## config.mk

```make
export PLATFORM = sky130hd
export DESIGN_NAME = rtc_calendar_tick_core
export DESIGN_NICKNAME = d
export VERILOG_FILES = /design/src/design/rtccal_pkg.sv /design/src/design/rtccal_clock.sv /design/src/design/rtc_calendar_tick_core.sv
export SDC_FILE = /design/constraint.sdc
export NUM_CORES = 1
export LEC_CHECK = 0
export ABC_AREA = 1
export BUFFER_PORTS_ARGS = -buffer_cell sky130_fd_sc_hd__buf_2
export CELL_PAD_IN_SITES_DETAIL_PLACEMENT = 0
export CELL_PAD_IN_SITES_GLOBAL_PLACEMENT = 2
export CORE_MARGIN = 2
export CORE_UTILIZATION = 37
export DETAILED_ROUTE_END_ITERATION = 12
export PLACE_DENSITY_LB_ADDON = 0.1
export SYNTH_ARGS = -nofsm -noshare
export SYNTH_HDL_FRONTEND = slang
export SYNTH_SLANG_ARGS = --single-unit
export TNS_END_PERCENT = 100
```

## constraint.sdc

```tcl
create_clock -name clk -period 4.5 [get_ports clk]
set_clock_uncertainty 0.05 [all_clocks]
set_input_delay 0.225 -clock clk [delete_from_list [all_inputs] [get_ports clk]]
set_output_delay 0.225 -clock clk [all_outputs]
set_load 0.01 [all_outputs]
```

## src/design/rtccal_pkg.sv

```systemverilog
// ----------------------------------------------------------------------------
// rtccal_pkg
// Shared types and constants for the millisecond-driven clock and calendar.
// ----------------------------------------------------------------------------
`default_nettype none

package rtccal_pkg;

	localparam int TICKS_PER_SECOND = 1000;
	localparam int TICKS_PER_HALF   = 500;
	localparam int INTERVAL_WRAP    = 30000;

	localparam int MS_W   = $clog2(TICKS_PER_SECOND);
	localparam int HALF_W = (TICKS_PER_HALF > 1) ? $clog2(TICKS_PER_HALF) : 1;
	localparam int IVL_W  = $clog2(INTERVAL_WRAP);

	localparam logic [1:0] OP_TICK  = 2'd0;
	localparam logic [1:0] OP_LOAD  = 2'd1;
	localparam logic [1:0] OP_CLEAR = 2'd2;

	typedef struct packed {
		logic [1:0] operation;
		logic [4:0] load_hour;
		logic [5:0] load_minute;
		logic [5:0] load_second;
		logic [4:0] load_day;
		logic [3:0] load_month;
		logic [6:0] load_year;
	} in_word_t;

	typedef struct packed {
		logic [4:0]  hour;
		logic [5:0]  minute;
		logic [5:0]  second;
		logic [4:0]  day;
		logic [3:0]  month;
		logic [6:0]  year;
		logic        half_second;
		logic [14:0] interval_ticks;
	} out_word_t;

	typedef struct packed {
		logic     accept;
		in_word_t word;
	} step_ctl_t;

endpackage

`default_nettype wire

```

## src/design/rtccal_clock.sv

```systemverilog
// ----------------------------------------------------------------------------
// rtccal_clock
// Time, date and interval state with combinational next-state logic.
// ----------------------------------------------------------------------------
`default_nettype none

module rtccal_clock (
	input  wire logic                   clk,
	input  wire logic                   arst_n,
	input  wire rtccal_pkg::step_ctl_t  ctl,
	output      rtccal_pkg::out_word_t  nxt
);

	logic [rtccal_pkg::MS_W-1:0]   ms_q,   ms_d;
	logic [rtccal_pkg::HALF_W-1:0] half_q, half_d;
	logic                          flag_q, flag_d;
	logic [5:0]                    sec_q,  sec_d;
	logic [5:0]                    min_q,  min_d;
	logic [4:0]                    hour_q, hour_d;
	logic [4:0]                    day_q,  day_d;
	logic [3:0]                    mon_q,  mon_d;
	logic [6:0]                    year_q, year_d;
	logic [rtccal_pkg::IVL_W-1:0]  ivl_q,  ivl_d;

	logic [rtccal_pkg::MS_W:0]     ms_inc;
	logic [rtccal_pkg::IVL_W:0]    ivl_inc;
	logic                          ms_wrap;
	logic                          day_end;
	logic [4:0]                    day_adv;
	logic [3:0]                    mon_adv;
	logic [6:0]                    year_adv;
	logic                          month_end;

	assign ms_inc  = {1'b0, ms_q} + (rtccal_pkg::MS_W+1)'(1);
	assign ivl_inc = {1'b0, ivl_q} + (rtccal_pkg::IVL_W+1)'(1);
	assign ms_wrap = (ms_inc >= (rtccal_pkg::MS_W+1)'(rtccal_pkg::TICKS_PER_SECOND));
	assign day_end = (sec_q >= 6'd59) && (min_q >= 6'd59) && (hour_q >= 5'd23);

	// date advance at midnight
	always_comb begin
		month_end = 1'b0;
		if (day_q < 5'd28) begin
			month_end = 1'b0;
		end else if (mon_q == 4'd2) begin
			month_end = !((year_q[1:0] == 2'b00) && (day_q == 5'd28));
		end else if (mon_q inside {4'd4, 4'd6, 4'd9, 4'd11}) begin
			month_end = (day_q >= 5'd30);
		end else begin
			month_end = (day_q >= 5'd31);
		end
		day_adv  = day_q + 5'd1;
		mon_adv  = mon_q;
		year_adv = year_q;
		if (month_end) begin
			day_adv = 5'd1;
			if (mon_q >= 4'd12) begin
				mon_adv  = 4'd1;
				year_adv = (year_q >= 7'd99) ? 7'd0 : year_q + 7'd1;
			end else begin
				mon_adv = mon_q + 4'd1;
			end
		end
	end

	always_comb begin
		ms_d   = ms_q;
		half_d = half_q;
		flag_d = flag_q;
		sec_d  = sec_q;
		min_d  = min_q;
		hour_d = hour_q;
		day_d  = day_q;
		mon_d  = mon_q;
		year_d = year_q;
		ivl_d  = ivl_q;
		case (ctl.word.operation)
			rtccal_pkg::OP_TICK: begin
				ms_d  = ms_wrap ? '0 : ms_inc[rtccal_pkg::MS_W-1:0];
				ivl_d = (ivl_inc >= (rtccal_pkg::IVL_W+1)'(rtccal_pkg::INTERVAL_WRAP)) ?
					'0 : ivl_inc[rtccal_pkg::IVL_W-1:0];
				if (ms_wrap || (half_q ==
						(rtccal_pkg::HALF_W)'(rtccal_pkg::TICKS_PER_HALF - 1))) begin
					half_d = '0;
				end else begin
					half_d = half_q + (rtccal_pkg::HALF_W)'(1);
				end
				if (half_d == '0) begin
					flag_d = !flag_q;
				end
				if (ms_wrap) begin
					if (sec_q < 6'd59) begin
						sec_d = sec_q + 6'd1;
					end else begin
						sec_d = 6'd0;
						if (min_q < 6'd59) begin
							min_d = min_q + 6'd1;
						end else begin
							min_d = 6'd0;
							if (hour_q < 5'd23) begin
								hour_d = hour_q + 5'd1;
							end else begin
								hour_d = 5'd0;
							end
						end
					end
					if (day_end) begin
						day_d  = day_adv;
						mon_d  = mon_adv;
						year_d = year_adv;
					end
				end
			end
			rtccal_pkg::OP_LOAD: begin
				hour_d = ctl.word.load_hour;
				min_d  = ctl.word.load_minute;
				sec_d  = ctl.word.load_second;
				day_d  = ctl.word.load_day;
				mon_d  = ctl.word.load_month;
				year_d = ctl.word.load_year;
			end
			rtccal_pkg::OP_CLEAR: begin
				ivl_d = '0;
			end
			default: begin
			end
		endcase
	end

	always_ff @(posedge clk or negedge arst_n) begin
		if (!arst_n) begin
			ms_q   <= '0;
			half_q <= '0;
			flag_q <= 1'b0;
			sec_q  <= 6'd0;
			min_q  <= 6'd0;
			hour_q <= 5'd0;
			day_q  <= 5'd1;
			mon_q  <= 4'd1;
			year_q <= 7'd0;
			ivl_q  <= '0;
		end else if (ctl.accept) begin
			ms_q   <= ms_d;
			half_q <= half_d;
			flag_q <= flag_d;
			sec_q  <= sec_d;
			min_q  <= min_d;
			hour_q <= hour_d;
			day_q  <= day_d;
			mon_q  <= mon_d;
			year_q <= year_d;
			ivl_q  <= ivl_d;
		end
	end

	always_comb begin
		nxt.hour           = hour_d;
		nxt.minute         = min_d;
		nxt.second         = sec_d;
		nxt.day            = day_d;
		nxt.month          = mon_d;
		nxt.year           = year_d;
		nxt.half_second    = flag_d;
		nxt.interval_ticks = 15'(ivl_d);
	end

	a_ms_range: assert property (@(posedge clk) disable iff (!arst_n)
		ms_q < (rtccal_pkg::MS_W)'(rtccal_pkg::TICKS_PER_SECOND))
		else $error("ms counter out of range");

	a_ivl_range: assert property (@(posedge clk) disable iff (!arst_n)
		{1'b0, ivl_q} < (rtccal_pkg::IVL_W+1)'(rtccal_pkg::INTERVAL_WRAP))
		else $error("interval counter out of range");

	a_clear: assert property (@(posedge clk) disable iff (!arst_n)
		ctl.accept && (ctl.word.operation == rtccal_pkg::OP_CLEAR) |=> (ivl_q == '0))
		else $error("interval clear lost");

	a_hold_sub: assert property (@(posedge clk) disable iff (!arst_n)
		ctl.accept && (ctl.word.operation != rtccal_pkg::OP_TICK)
		|=> $stable(ms_q) && $stable(half_q) && $stable(flag_q))
		else $error("sub-second state changed without a tick");

	a_half_sync: assert property (@(posedge clk) disable iff (!arst_n)
		(ms_q == '0) |-> (half_q == '0))
		else $error("half counter out of step with ms counter");

endmodule

`default_nettype wire

```

## src/design/rtc_calendar_tick_core.sv

```systemverilog
// ----------------------------------------------------------------------------
// rtc_calendar_tick_core
// Millisecond-tick real-time clock with calendar and interval counter.
// ----------------------------------------------------------------------------
// The result word is registered and appears in the cycle after its request word is taken.
// Throughput: one request word per cycle; the input stalls only while a result
// word is held under a stall.
// Reset: 00:00:00 on day 1, month 1, year 0, counters and toggle flag cleared;
// the result register comes up empty.
`default_nettype none

module rtc_calendar_tick_core (
	input  wire logic                  clk,
	input  wire logic                  arst_n,
	input  wire logic                  req_valid,
	output      logic                  req_stall,
	input  wire rtccal_pkg::in_word_t  req_word,
	output      logic                  rsp_valid,
	input  wire logic                  rsp_stall,
	output      rtccal_pkg::out_word_t rsp_word
);

	rtccal_pkg::step_ctl_t ctl;
	rtccal_pkg::out_word_t nxt;
	logic                  rsp_valid_q;
	rtccal_pkg::out_word_t rsp_word_q;

	assign req_stall = rsp_valid_q && rsp_stall;
	assign ctl       = {req_valid && !req_stall, req_word};

	rtccal_clock u_clock (
		.clk    (clk),
		.arst_n (arst_n),
		.ctl    (ctl),
		.nxt    (nxt)
	);

	always_ff @(posedge clk or negedge arst_n) begin
		if (!arst_n) begin
			rsp_valid_q <= 1'b0;
		end else if (!req_stall) begin
			rsp_valid_q <= ctl.accept;
		end
	end

	always_ff @(posedge clk) begin
		if (ctl.accept) begin
			rsp_word_q <= nxt;
		end
	end

	assign rsp_valid = rsp_valid_q;
	assign rsp_word  = rsp_word_q;

endmodule

`default_nettype wire

```

==> results.sh, run 1 <==
export IMPL_critical_path_endpoint_type="flip-flop"
export IMPL_antenna_found_initial=0
export IMPL_ys_ff_latch=118
export IMPL_synth_edff_count=49
export IMPL_critical_path_cell_list="inv_1, ha_1, o21ai_0, nand2_1, nand3_1, nand2_1, nand2_1, nand2_1, nor2_1, nand2_2, nand2_2, nand3b_1, nand2_1"
export IMPL_detailed_place_hpwl_mm=13.3
export IMPL_slowest_delay_ns=0.59
export IMPL_period_share_pct=59.1
export IMPL_routedWlPerCell_um=14.6
export IMPL_die_h_um=144
export IMPL_pwr_total_mw=3.57
export IMPL_worst_skew_pair_late_latency_ns=0.42
export IMPL_grt_start_max_net_pins=70
export IMPL_maxSlewViolCount=0
export IMPL_grt_pass1_wl_mm=32.4
export IMPL_drv_max_cap_violation_count=0
export IMPL_synthToLayoutAreaGrowth_pct=18.5
export IMPL_worstPathMaxFanout=10
export IMPL_dieArea_sq_mm=0.0208
export IMPL_post_cts_resized_instances=0
export IMPL_max_vdd_ir_drop_mv=0.259
export IMPL_grt_use_met2_pct=31.2
export IMPL_synthesized_instance_count=966
export IMPL_setup_repair_after_global_routing_missed_its_margin="no"
export IMPL_synth_distinct_cells=46
export IMPL_final_antenna_net_count=0
export IMPL_n_fill_cell=2077
export IMPL_detail_route_vias_per_cell=4.75
export IMPL_power_leakage_nw=4.08
export IMPL_cts_tree="built"
export IMPL_detailedRoute_firstIterationViolations=322
export IMPL_timing_hold_violations_final=0
export IMPL_cp_top_family="simple AND/OR/NAND/NOR gates"
export IMPL_die_width_um=144
export IMPL_final_period_minus_worst_setup_slack_ns=2.66
export IMPL_fin_nets=1111
export IMPL_postCtsSetupBuffers=0
export IMPL_postCtsHoldBufs=3
export IMPL_gpl_final_weighted_congestion=0.820
export IMPL_max_slew_worst_pin_slew_ns=0.996
export IMPL_cell_area_reported_after_detailed_placement_sq_mm=0.00799
export IMPL_ctsLongestPathBuffers=2
export IMPL_finalSetupTns_ns=0
export IMPL_crit_path_frequent_cell="sky130_fd_sc_hd__nand2_1"
export IMPL_drt_pass1_iterations=5
export IMPL_async_flop_share_pct=58.5
export IMPL_placeableCoreArea_sq_mm=0.0194
export IMPL_setup_violations_final=0
export IMPL_groute_layer_met3_usage_pct=4.47
export IMPL_net_count_synth=1021
export IMPL_yosysWarningCount=0
export IMPL_worst_endpoint_required_ns=4.62
export IMPL_wl_mm=19.5
export IMPL_p_sw_mw=1.13
export IMPL_fmax_mhz=376
export IMPL_met1_routing_resource_usage_after_global_routing_pct=28.6
export IMPL_total_of_buffers_placed_on_input_and_output_ports=89
export IMPL_clock_tree_htree_level_count=4
export IMPL_power_clock_fraction_pct=38.9
export IMPL_gr_total_overflow=0
export IMPL_placement_rows=51
export IMPL_crit_path_top_delay_cell="sky130_fd_sc_hd__dfstp_2"
export IMPL_avgSynthCellArea_sq_um=7.53
export IMPL_cts_clk_slew_worst_paths_ns=0.06
export IMPL_drt_drc_violations_left=0
export IMPL_floorplan_io_pins=90
export IMPL_antenna_cells=0
export IMPL_mappedNetlistArea_sq_mm=0.00728
export IMPL_vias=6333
export IMPL_total_routing_usage_reported_by_global_routing_pct=20.1
export IMPL_post_route_cell_area_sq_mm=0.00862
export IMPL_first_global_vias=6334
export IMPL_initial_core_util_pct=37.5
export IMPL_relSlewSlack_pct=33.6
export IMPL_outcome="completed"
export IMPL_path_class="flip-flop to flip-flop"
export IMPL_timing_critical_path_buf_inv=1
export IMPL_proportion_of_layout_cells_with_a_drive_suffix_above_1_pct=15.9
export IMPL_clock_tree_root_cell="sky130_fd_sc_hd__clkbuf_16"
export IMPL_p_int_mw=2.44
export IMPL_tritoncts_num_buffers=17
export IMPL_cellPowerDensity_mw_per_mm2=414
export IMPL_swShare_pct=31.6
export IMPL_grt_busiest_layer="met2"
export IMPL_comb_power_share_pct=20.3
export IMPL_synth_seq_area_share_pct=44.0
export IMPL_seq_power_share_pct=40.8
export IMPL_min_delay_path_class="input port to flip-flop"
export IMPL_critPathArrivalTime_ns=2.78
export IMPL_numClockSinks=118
export IMPL_setup_worst_path_start_class="flip-flop"
export IMPL_yosys_most_used_dff="sky130_fd_sc_hd__dfrtp_1"
worst paths after layout:
kind | from | end | slack (ns) | cells after the start
hold / removal | req_word[26] | rsp_word[42] | 0.06 | 3
setup reg to reg | u_clock.mon_q[0] | rsp_word[25] | 1.84 | 13
min in group asynchronous | arst_n | u_clock.hour_q[3] | 0.47 | 2
max in group asynchronous | arst_n | u_clock.ivl_q[13] | 3.29 | 2
hold reg to reg | u_clock.sec_q[4] | u_clock.sec_q[4] | 0.46 | 2
setup / recovery | u_clock.mon_q[0] | rsp_word[25] | 1.84 | 13
tightest hold or removal path: stages:
cell	delay (ns)
sky130_fd_sc_hd__buf_2	0.08
sky130_fd_sc_hd__nand2_1	0.05
sky130_fd_sc_hd__o211ai_2	0.07
routing by layer:
layer / wire, um / part of all wire (%) / vias to the layer above
met3: 588 / 3.0 / 15
li1: - / - / 3336
met1: 10100 / 52 / 2898
met4: 178 / 0.91 / 0
met5: 0 / 0 / -
met2: 8640 / 44 / 84
logic make-up (layout without fill, tap and decap cells):
group	Yosys count	in the layout	share of synthesized area (%)
xor gates and xnor gates	21	21	2.53
and+or+nand+nor	564	564	34.0
adders and majority gates	16	16	2.75
DFF	118	118	44.0
AOI/OAI and AO/OA	116	116	9.46
buffers and inverters	131	234	7.24
power groups by stage:
stage	Clock [mW]	Sequential, mW	Combinational, mW
after global routing	1.46	1.49	0.853
after CTS	1.42	1.46	0.736
after global placement	0	1.48	0.730
after floorplan	0	1.45	0.516
after detailed placement	0	1.47	0.731
final	1.39	1.46	0.725
flip-flops by register name, summed over array words and instances (netlist names):
signal / flops
rsp_word: 49
u_clock.ivl_q: 15
u_clock.ms_q: 10
u_clock.half_q: 9
u_clock.year_q: 7
u_clock.min_q: 6
u_clock.sec_q: 6
u_clock.day_q: 5
u_clock.hour_q: 5
u_clock.mon_q: 4
rsp_valid: 1
u_clock.flag_q: 1
layout make-up:
| type | count | area (sq um) | share of cell area (%) |
|---|---|---|---|
| clock buffer | 18 | 439 | 5.09 |
| clock inverter | 14 | 159 | 1.84 |
| inverter | 100 | 380 | 4.41 |
| multi-input combinational | 717 | 3560 | 41.3 |
| sequential | 118 | 3200 | 37.1 |
| tap | 265 | 332 | 3.85 |
| timing repair buffer | 102 | 553 | 6.42 |
synthesized netlist by cell type, types with 4 or more instances:
master / n / area share, %
sky130_fd_sc_hd__ha_1: 16 / 2.8
sky130_fd_sc_hd__nor4_1: 4 / 0.34
sky130_fd_sc_hd__o211ai_1: 9 / 0.93
sky130_fd_sc_hd__a21oi_1: 7 / 0.48
sky130_fd_sc_hd__o21ai_0: 66 / 4.5
sky130_fd_sc_hd__o21ai_1: 14 / 0.96
sky130_fd_sc_hd__o31ai_1: 5 / 0.52
sky130_fd_sc_hd__dfrtp_1: 67 / 23
sky130_fd_sc_hd__xor2_1: 19 / 2.3
sky130_fd_sc_hd__nand4_1: 10 / 0.86
sky130_fd_sc_hd__inv_1: 93 / 4.8
sky130_fd_sc_hd__nand3_1: 93 / 6.4
sky130_fd_sc_hd__nor2_1: 48 / 2.5
sky130_fd_sc_hd__edfxtp_1: 49 / 20
sky130_fd_sc_hd__nor2_2: 8 / 0.69
sky130_fd_sc_hd__nor3_1: 9 / 0.62
sky130_fd_sc_hd__clkbuf_1: 22 / 1.1
sky130_fd_sc_hd__nand2_1: 371 / 19
sky130_fd_sc_hd__nor2_4: 4 / 0.62
sky130_fd_sc_hd__buf_2: 6 / 0.41
cells in the final DEF, fill, tap and decap left out, types with 3 or more instances in the layout:
cell type / instances
sky130_fd_sc_hd__clkinvlp_4: 3
sky130_fd_sc_hd__clkbuf_16: 17
sky130_fd_sc_hd__bufinv_16: 3
sky130_fd_sc_hd__buf_4: 11
sky130_fd_sc_hd__xor2_1: 19
sky130_fd_sc_hd__o211ai_1: 9
sky130_fd_sc_hd__buf_2: 88
sky130_fd_sc_hd__o21ai_1: 14
sky130_fd_sc_hd__nand2_1: 371
sky130_fd_sc_hd__nor2_1: 47
sky130_fd_sc_hd__nor3_1: 9
sky130_fd_sc_hd__a21oi_1: 7
sky130_fd_sc_hd__nand3_1: 93
sky130_fd_sc_hd__inv_1: 93
sky130_fd_sc_hd__clkinv_2: 5
sky130_fd_sc_hd__clkinv_1: 4
sky130_fd_sc_hd__nor4_1: 4
sky130_fd_sc_hd__edfxtp_1: 49
sky130_fd_sc_hd__nand4_1: 10
sky130_fd_sc_hd__nor2_4: 5
sky130_fd_sc_hd__o211ai_2: 3
sky130_fd_sc_hd__dfrtp_1: 67
sky130_fd_sc_hd__nor2_2: 8
sky130_fd_sc_hd__ha_1: 16
sky130_fd_sc_hd__nand2_8: 3
sky130_fd_sc_hd__o31ai_1: 5
sky130_fd_sc_hd__dlygate4sd3_1: 3
sky130_fd_sc_hd__nand3_2: 3
sky130_fd_sc_hd__o21ai_0: 66
per-stage QoR:
| stage | utilization, % | worst slack [ns] | hold slack [ns] | instances |
|---|---|---|---|---|
| floorplan | - | 1.63 | -0.121 | 966 |
| global placement | 41.2 | 1.77 | 0.395 | 1299 |
| detailed placement | 41.2 | 1.80 | 0.409 | 1299 |
| CTS | 44.4 | 1.79 | 0.0476 | 1334 |
| global route | 44.4 | 1.47 | 0.0703 | 1334 |
| finish | 44.4 | 1.84 | 0.0617 | 1334 |
Power figures use the tool's default switching activity.
==> run 2, diff against run 1 <==
--- a/config.mk
+++ b/config.mk
@@ -5,7 +5,7 @@
 export SDC_FILE = /design/constraint.sdc
 export NUM_CORES = 1
 export LEC_CHECK = 0
-export ABC_AREA = 1
+export ABC_AREA = 0
 export BUFFER_PORTS_ARGS = -buffer_cell sky130_fd_sc_hd__buf_2
 export CELL_PAD_IN_SITES_DETAIL_PLACEMENT = 0
 export CELL_PAD_IN_SITES_GLOBAL_PLACEMENT = 2
==> constraint.sdc (replaced) <==
create_clock -name clk -period 2.6 [get_ports clk]
set_clock_uncertainty 0.05 [all_clocks]
set_input_delay 0.13 -clock clk [delete_from_list [all_inputs] [get_ports clk]]
set_output_delay 0.13 -clock clk [all_outputs]
set_load 0.01 [all_outputs]
==> run 2 against run 1 <==
  * The flow now finishes with violations (negative setup slack)
  * Cell count increased by 1.6%
  * Non-clock buffer count increased by 187
  * Largest cell class unchanged
  * Critical endpoint is now rsp_word[8]
  * Synthesized cell count decreased by 15%
==> results.sh, run 2 <==
export IMPL_critical_path_endpoint_type="flip-flop"
export IMPL_largest_family_of_logic_cells_by_synthesized_area="compound AO/OA/AOI/OAI gates"
export IMPL_setup_violations_final=31
export IMPL_mappedNetlistArea_sq_mm=0.00748
export IMPL_top_layer="met5"
export IMPL_detailed_place_hpwl_mm=17.7
export IMPL_cts_clk_slew_worst_paths_ns=0.07
export IMPL_synthMostInstantiatedCell="sky130_fd_sc_hd__nand2_1"
export IMPL_synth_distinct_cells=88
export IMPL_cellPowerDensity_mw_per_mm2=592
export IMPL_die_width_um=146
export IMPL_gr_total_overflow=0
export IMPL_fmax_mhz=368
export IMPL_grt_start_max_net_pins=70
export IMPL_slowest_delay_ns=0.42
export IMPL_cp_top_family="compound AO/OA/AOI/OAI gates"
export IMPL_yosysWarningCount=0
export IMPL_total_routing_usage_reported_by_global_routing_pct=24.9
export IMPL_grt_pass1_wl_mm=42.2
export IMPL_power_leakage_nw=4.53
export IMPL_antenna_found_initial=1
export IMPL_top_cells_by_area_synth="sky130_fd_sc_hd__dfrtp_1, sky130_fd_sc_hd__edfxtp_1, sky130_fd_sc_hd__nand2_1, sky130_fd_sc_hd__o21ai_0, sky130_fd_sc_hd__nor2_1"
export IMPL_first_global_vias=7889
export IMPL_failed_checks="negative setup slack"
export IMPL_yosys_most_used_dff="sky130_fd_sc_hd__dfrtp_1"
export IMPL_muxShareOfSynthArea_pct=0.819
export IMPL_die_h_um=146
export IMPL_total_of_buffers_placed_on_input_and_output_ports=89
export IMPL_critPathArrivalTime_ns=2.84
export IMPL_route_met2_wl_mm=13.0
export IMPL_worst_skew_pair_late_latency_ns=0.42
export IMPL_worst_endpoint_required_ns=2.72
export IMPL_period_share_pct=105
export IMPL_synth_edff_count=49
export IMPL_final_common_cell="sky130_fd_sc_hd__buf_4"
export IMPL_drv_max_cap_violation_count=0
export IMPL_outcome="complete, but fails checks"
export IMPL_synth_seq_area_share_pct=42.8
export IMPL_timing_final_ws_setup_ns=-0.120
export IMPL_detailedRoute_firstIterationViolations=429
export IMPL_min_delay_path_class="input port to flip-flop"
export IMPL_yosys_area_top_type="sky130_fd_sc_hd__dfrtp_1"
export IMPL_synth_simple_area_share_pct=22.4
export IMPL_synth_xor_xnor_area_share_pct=0.585
export IMPL_setup_repair_after_global_routing_missed_its_margin="yes"
export IMPL_antenna_cells=0
export IMPL_clock_tree_htree_level_count=4
export IMPL_ctsLongestPathBuffers=2
export IMPL_drt_pass1_iterations=6
export IMPL_routedWlPerCell_um=19.9
export IMPL_final_period_minus_worst_setup_slack_ns=2.72
export IMPL_dieArea_sq_mm=0.0214
export IMPL_floorplan_io_pins=90
export IMPL_timing_critical_path_buf_inv=2
export IMPL_timing_hold_violations_final=0
export IMPL_gpl_final_weighted_congestion=0.855
export IMPL_drt_drc_violations_left=0
export IMPL_maxSlewViolCount=0
export IMPL_path_class="flip-flop to flip-flop"
export IMPL_clock_tree_root_cell="sky130_fd_sc_hd__clkbuf_16"
export IMPL_final_antenna_net_count=0
export IMPL_max_slew_worst_pin_slew_ns=0.726
export IMPL_async_flop_share_pct=58.5
export IMPL_critical_path_cell_list="ha_4, and2_4, a41oi_2, a311oi_2, o22ai_4, buf_4, o31ai_4, buf_6, nor3_2, a211o_1"
export IMPL_tritoncts_num_buffers=17
export IMPL_fin_nets=1127
export IMPL_vias=7849
export IMPL_wl_met1_mm=12.1
export IMPL_flip_flop_count_of_the_largest_register_after_layout=49
export IMPL_detail_route_vias_per_cell=5.79
export IMPL_initial_core_util_pct=37.4
export IMPL_avgSynthCellArea_sq_um=9.12
export IMPL_synth_compound_area_share_pct=26.2
export IMPL_ys_ff_latch=118
export IMPL_wl_mm=26.9
export IMPL_timing_critical_path_depth=10
export IMPL_placement_rows=52
export IMPL_synthesized_instance_count=821
export IMPL_proportion_of_layout_cells_with_a_drive_suffix_above_1_pct=40.2
export IMPL_max_vdd_ir_drop_mv=0.425
export IMPL_worstPathMaxFanout=5
export IMPL_net_count_synth=876
export IMPL_multi_input_comb_area_sq_mm=0.00471
export IMPL_met3RoutedLength_mm=1.24
export IMPL_placeableCoreArea_sq_mm=0.0200
export IMPL_synthToLayoutAreaGrowth_pct=48.5
export IMPL_setup_worst_path_start_class="flip-flop"
export IMPL_crit_path_top_delay_cell="sky130_fd_sc_hd__dfrtp_2"
export IMPL_synth_top_cell_area_share_pct=22.4
export IMPL_numClockSinks=118
export IMPL_timing_hold_worst_path_depth=3
export IMPL_cts_tree="built"
export IMPL_r2r_worst_path_cells=10
export IMPL_adder_cell_fraction_of_synth_area_pct=2.67
export IMPL_n_fill_cell=1815
export IMPL_relSlewSlack_pct=51.5
export IMPL_post_place_ws_ns=-0.430
export IMPL_final_cell_mix="sky130_fd_sc_hd__buf_4, sky130_fd_sc_hd__nand2_1, sky130_fd_sc_hd__buf_2"
export IMPL_most_instantiated_cells_after_synthesis="sky130_fd_sc_hd__nand2_1, sky130_fd_sc_hd__nor2_1, sky130_fd_sc_hd__dfrtp_1"
export IMPL_area_sequential_sq_mm=0.00321
export IMPL_hold_ws_ns=0.0281
run 2: stage by stage:
step,area (sq um),TNS (ns),power (mW),util [%],instances
after floorplan,7500,-0.0575,3.16,-,821
after global placement,9100,-9.17,3.70,45.4,1259
after detailed placement,9100,-13.08,3.73,45.4,1259
after CTS,10500,-0.768,6.52,52.5,1335
after global routing,11100,-6.86,6.90,55.5,1355
final,11100,-1.86,6.58,55.5,1355
run 2: worst paths after layout:
path | slack (ns) | start | endpoint
worst min register to register | 0.45 | u_clock.flag_q | u_clock.flag_q
worst min-delay path | 0.03 | req_word[4] | rsp_word[20]
worst max register to register | -0.12 | u_clock.ivl_q[1] | rsp_word[8]
min in group asynchronous | 0.24 | arst_n | u_clock.min_q[0]
max in group asynchronous | 1.88 | arst_n | u_clock.ivl_q[0]
worst max-delay path | -0.12 | u_clock.ivl_q[1] | rsp_word[8]
run 2: cells by family (layout without fill, tap and decap cells):
kind of cell	Yosys count	count (layout)
mux	6	6
compound gates	266	268
simple gates	333	334
flops	118	118
buf+inv	77	338
fa+ha+maj	16	16
xor+xnor	5	5
run 2: what timing repair did:
| item | 4_1_cts | 5_1_grt |
|---|---|---|
| buffers inserted | 22 | 19 |
| resized for setup | 83 | 106 |
| cloned | 2 | 2 |
| hold buffers | 21 | 0 |
| setup endpoints to repair | 83 | 95 |
| endpoints found under the hold margin | 89 | 0 |
| pin swaps | 54 | 66 |
run 2: layout make-up:
type	count	share of cell area, %
multi-input combinational	629	42.3
sequential	118	28.9
timing repair buffer	289	19.3
clock buffer	19	3.98
tap	270	3.04
clock inverter	13	1.85
inverter	17	0.597
run 2: metal layers:
layer  global-route usage [%]  up-vias
met5                        0        -
met3                     3.84       43
met1                     33.3     3867
li1                         -     3671
met4                     7.43        2
met2                     41.8      266
run 2: worst min-delay path: stages:
cell and delay (ns):
sky130_fd_sc_hd__buf_2 0.08, sky130_fd_sc_hd__nand2_1 0.08, sky130_fd_sc_hd__nand3_2 0.10
run 2: report_power, final:
group | internal (mW) | total (mW) | switching, mW | leakage, nW
Combinational | 0.697 | 1.53 | 0.832 | 2.90
Sequential | 2.20 | 2.42 | 0.224 | 1.34
Clock | 1.72 | 2.63 | 0.910 | 0.299
Total | 4.61 | 6.58 | 1.97 | 4.53
==> run 3, diff against run 2 <==
--- a/config.mk
+++ b/config.mk
@@ -12,7 +12,7 @@
 export CORE_MARGIN = 2
 export CORE_UTILIZATION = 37
 export DETAILED_ROUTE_END_ITERATION = 12
-export PLACE_DENSITY_LB_ADDON = 0.1
+export PLACE_DENSITY_LB_ADDON = 0.2
 export SYNTH_ARGS = -nofsm -noshare
 export SYNTH_HDL_FRONTEND = slang
 export SYNTH_SLANG_ARGS = --single-unit
==> run 3 against run 2 <==
  * The flow still finishes with violations (negative setup slack)
  * Sequential power hardly changed
  * Sequential share of layout area grew 0.93 points
  * Die area stayed put
  * Cell count fell by 0.66%
==> results.sh, run 3 (same netlist as run 2, synthesis figures left out) <==
export IMPL_outcome="complete, but fails checks"
export IMPL_failed_checks="negative setup slack"
export IMPL_min_delay_path_class="input port to flip-flop"
export IMPL_final_cell_mix="sky130_fd_sc_hd__buf_4, sky130_fd_sc_hd__nand2_1, sky130_fd_sc_hd__buf_2"
export IMPL_fin_nets=1118
export IMPL_fmax_mhz=372
export IMPL_setup_worst_path_start_class="flip-flop"
export IMPL_path_class="flip-flop to flip-flop"
export IMPL_setup_repair_after_global_routing_missed_its_margin="yes"
export IMPL_crit_path_top_delay_cell="sky130_fd_sc_hd__dfrtp_1"
export IMPL_placement_rows=52
export IMPL_power_leakage_nw=4.42
export IMPL_grt_pass1_wl_mm=40.9
export IMPL_wl_mm=26.6
export IMPL_finalSetupTns_ns=-1.15
export IMPL_area_sequential_sq_mm=0.00321
export IMPL_routedWlPerCell_um=19.7
export IMPL_crit_reg2reg_capture="rsp_word[22]"
export IMPL_maxSlewViolCount=0
export IMPL_place_detailed_instances=1246
export IMPL_grt_start_max_net_pins=70
export IMPL_initial_core_util_pct=37.4
export IMPL_synthToLayoutAreaGrowth_pct=44.0
export IMPL_critical_path_startpoint="u_clock.ms_q[0]"
export IMPL_gpl_final_weighted_congestion=0.901
export IMPL_crit_path_frequent_cell="sky130_fd_sc_hd__nand3_4"
export IMPL_detail_route_vias_per_cell=5.83
export IMPL_max_slew_worst_pin_slew_ns=0.679
export IMPL_die_width_um=146
export IMPL_drv_max_cap_violation_count=0
export IMPL_proportion_of_layout_cells_with_a_drive_suffix_above_1_pct=38.4
export IMPL_multi_input_comb_area_sq_mm=0.00453
export IMPL_vias=7849
export IMPL_final_period_minus_worst_setup_slack_ns=2.69
export IMPL_post_place_ws_ns=-0.231
export IMPL_post_route_util_pct=53.8
export IMPL_critPathArrivalTime_ns=2.89
export IMPL_tritoncts_num_buffers=17
export IMPL_die_h_um=146
export IMPL_slowest_delay_ns=0.40
export IMPL_max_vdd_ir_drop_mv=0.409
export IMPL_worst_endpoint_required_ns=2.80
export IMPL_detailed_place_hpwl_mm=17.3
export IMPL_antenna_cells=0
export IMPL_first_global_vias=7635
export IMPL_whs_endpoint="u_clock.sec_q[0]"
export IMPL_holdCritStartpoint="req_word[16]"
export IMPL_drt_pass1_iterations=5
export IMPL_gr_total_overflow=0
export IMPL_finalNonFillerCells=1346
export IMPL_setup_violations_final=28
export IMPL_placeableCoreArea_sq_mm=0.0200
export IMPL_cellPowerDensity_mw_per_mm2=576
export IMPL_clock_tree_root_cell="sky130_fd_sc_hd__clkbuf_16"
export IMPL_numClockSinks=118
export IMPL_timing_hold_violations_final=0
export IMPL_detailedRoute_firstIterationViolations=507
export IMPL_dieArea_sq_mm=0.0214
export IMPL_cts_tree="built"
export IMPL_clock_tree_htree_level_count=4
export IMPL_worst_skew_pair_late_latency_ns=0.42
export IMPL_cts_clk_slew_worst_paths_ns=0.06
export IMPL_timing_final_ws_setup_ns=-0.0877
export IMPL_timing_hold_worst_path_depth=4
export IMPL_relSlewSlack_pct=54.8
export IMPL_drt_drc_violations_left=0
export IMPL_worst_r2r_startpoint="u_clock.ms_q[0]"
export IMPL_critical_path_cell_list="ha_4, nand3_4, or3_4, a32o_2, a21oi_4, buf_6, nand3_4, o41a_1, o221ai_2"
export IMPL_final_common_cell="sky130_fd_sc_hd__buf_4"
export IMPL_ff2ff_setup_slack_ns=-0.09
export IMPL_antenna_found_initial=0
export IMPL_critical_path_endpoint_type="flip-flop"
export IMPL_ctsLongestPathBuffers=2
export IMPL_flip_flop_count_of_the_largest_register_after_layout=49
export IMPL_final_antenna_net_count=0
export IMPL_r2r_worst_path_cells=9
export IMPL_floorplan_io_pins=90
export IMPL_period_share_pct=103
export IMPL_worstPathMaxFanout=7
export IMPL_total_of_buffers_placed_on_input_and_output_ports=89
export IMPL_total_routing_usage_reported_by_global_routing_pct=24.1
export IMPL_n_fill_cell=1859
[run 3: changes by cell type in the layout (fill, tap and decap cells not counted), moves of 4 or more]
cell                       previous run  this run
sky130_fd_sc_hd__o21ai_0             43        55
sky130_fd_sc_hd__nor3_2               6         2
sky130_fd_sc_hd__clkinv_2             1         6
sky130_fd_sc_hd__o21ai_1             23        13
sky130_fd_sc_hd__buf_6               29        23
sky130_fd_sc_hd__nor4_1               8        12
sky130_fd_sc_hd__nor3_1              17        21
[run 3: critical path, delay by kind of cell, from the launching register on]
kind / cells / cell delay, ns
AND/OR/NAND/NOR: 3 / 0.58
flip-flops: 1 / 0.40
AO/OA/AOI/OAI: 4 / 1.14
buffers and inverters: 1 / 0.15
adder cells (fa/ha/maj): 1 / 0.21
[run 3: worst max path at each step]
stage                    to  cells past startpoint
6_report       rsp_word[22]                      9
5_1_grt        rsp_word[35]                     10
4_1_cts        rsp_word[35]                     10
3_5_place_dp   rsp_word[22]                      8
3_3_place_gp   rsp_word[14]                     10
2_1_floorplan  rsp_word[42]                      9
[run 3: area by class of cell]
cell class              instances  area share, %
multi-input cells             626           42.0
flip-flops and latches        118           29.8
repair buffers                283           19.2
clock buffers                  22           4.21
well taps                     270           3.13
clock inverters                10          0.975
inverters                      17          0.615
[run 3: stage by stage]
stage / power, mW / cell area, sq um / hold slack (ns)
floorplan: 3.16 / 7500 / -0.216
global placement: 3.66 / 8980 / 0.159
global route: 6.48 / 10800 / 0.0200
finish: 6.21 / 10800 / 0.0217
CTS: 6.11 / 10100 / 0.000228
detailed placement: 3.69 / 8980 / 0.157
[run 3: where the power goes]
group	switching [mW]	internal (mW)
Combinational	0.784	0.673
Clock	0.884	1.42
Sequential	0.248	2.20
[run 3: what timing repair did]
action	CTS	global route
gates resized for setup	56	105
hold buffers	19	0
setup endpoints to repair	73	94
buffers inserted	14	37
cloned	1	0
pin swaps	29	63
endpoints found under the hold margin	87	0
[run 3: per-layer routing]
layer  GRT usage, %  up-vias  wire length (um)
met5              0        -                 0
met4           7.43        0               368
met3           3.84       30              1330
met2           40.6      260             13100
met1           32.0     3913             11800
li1               -     3646                 -
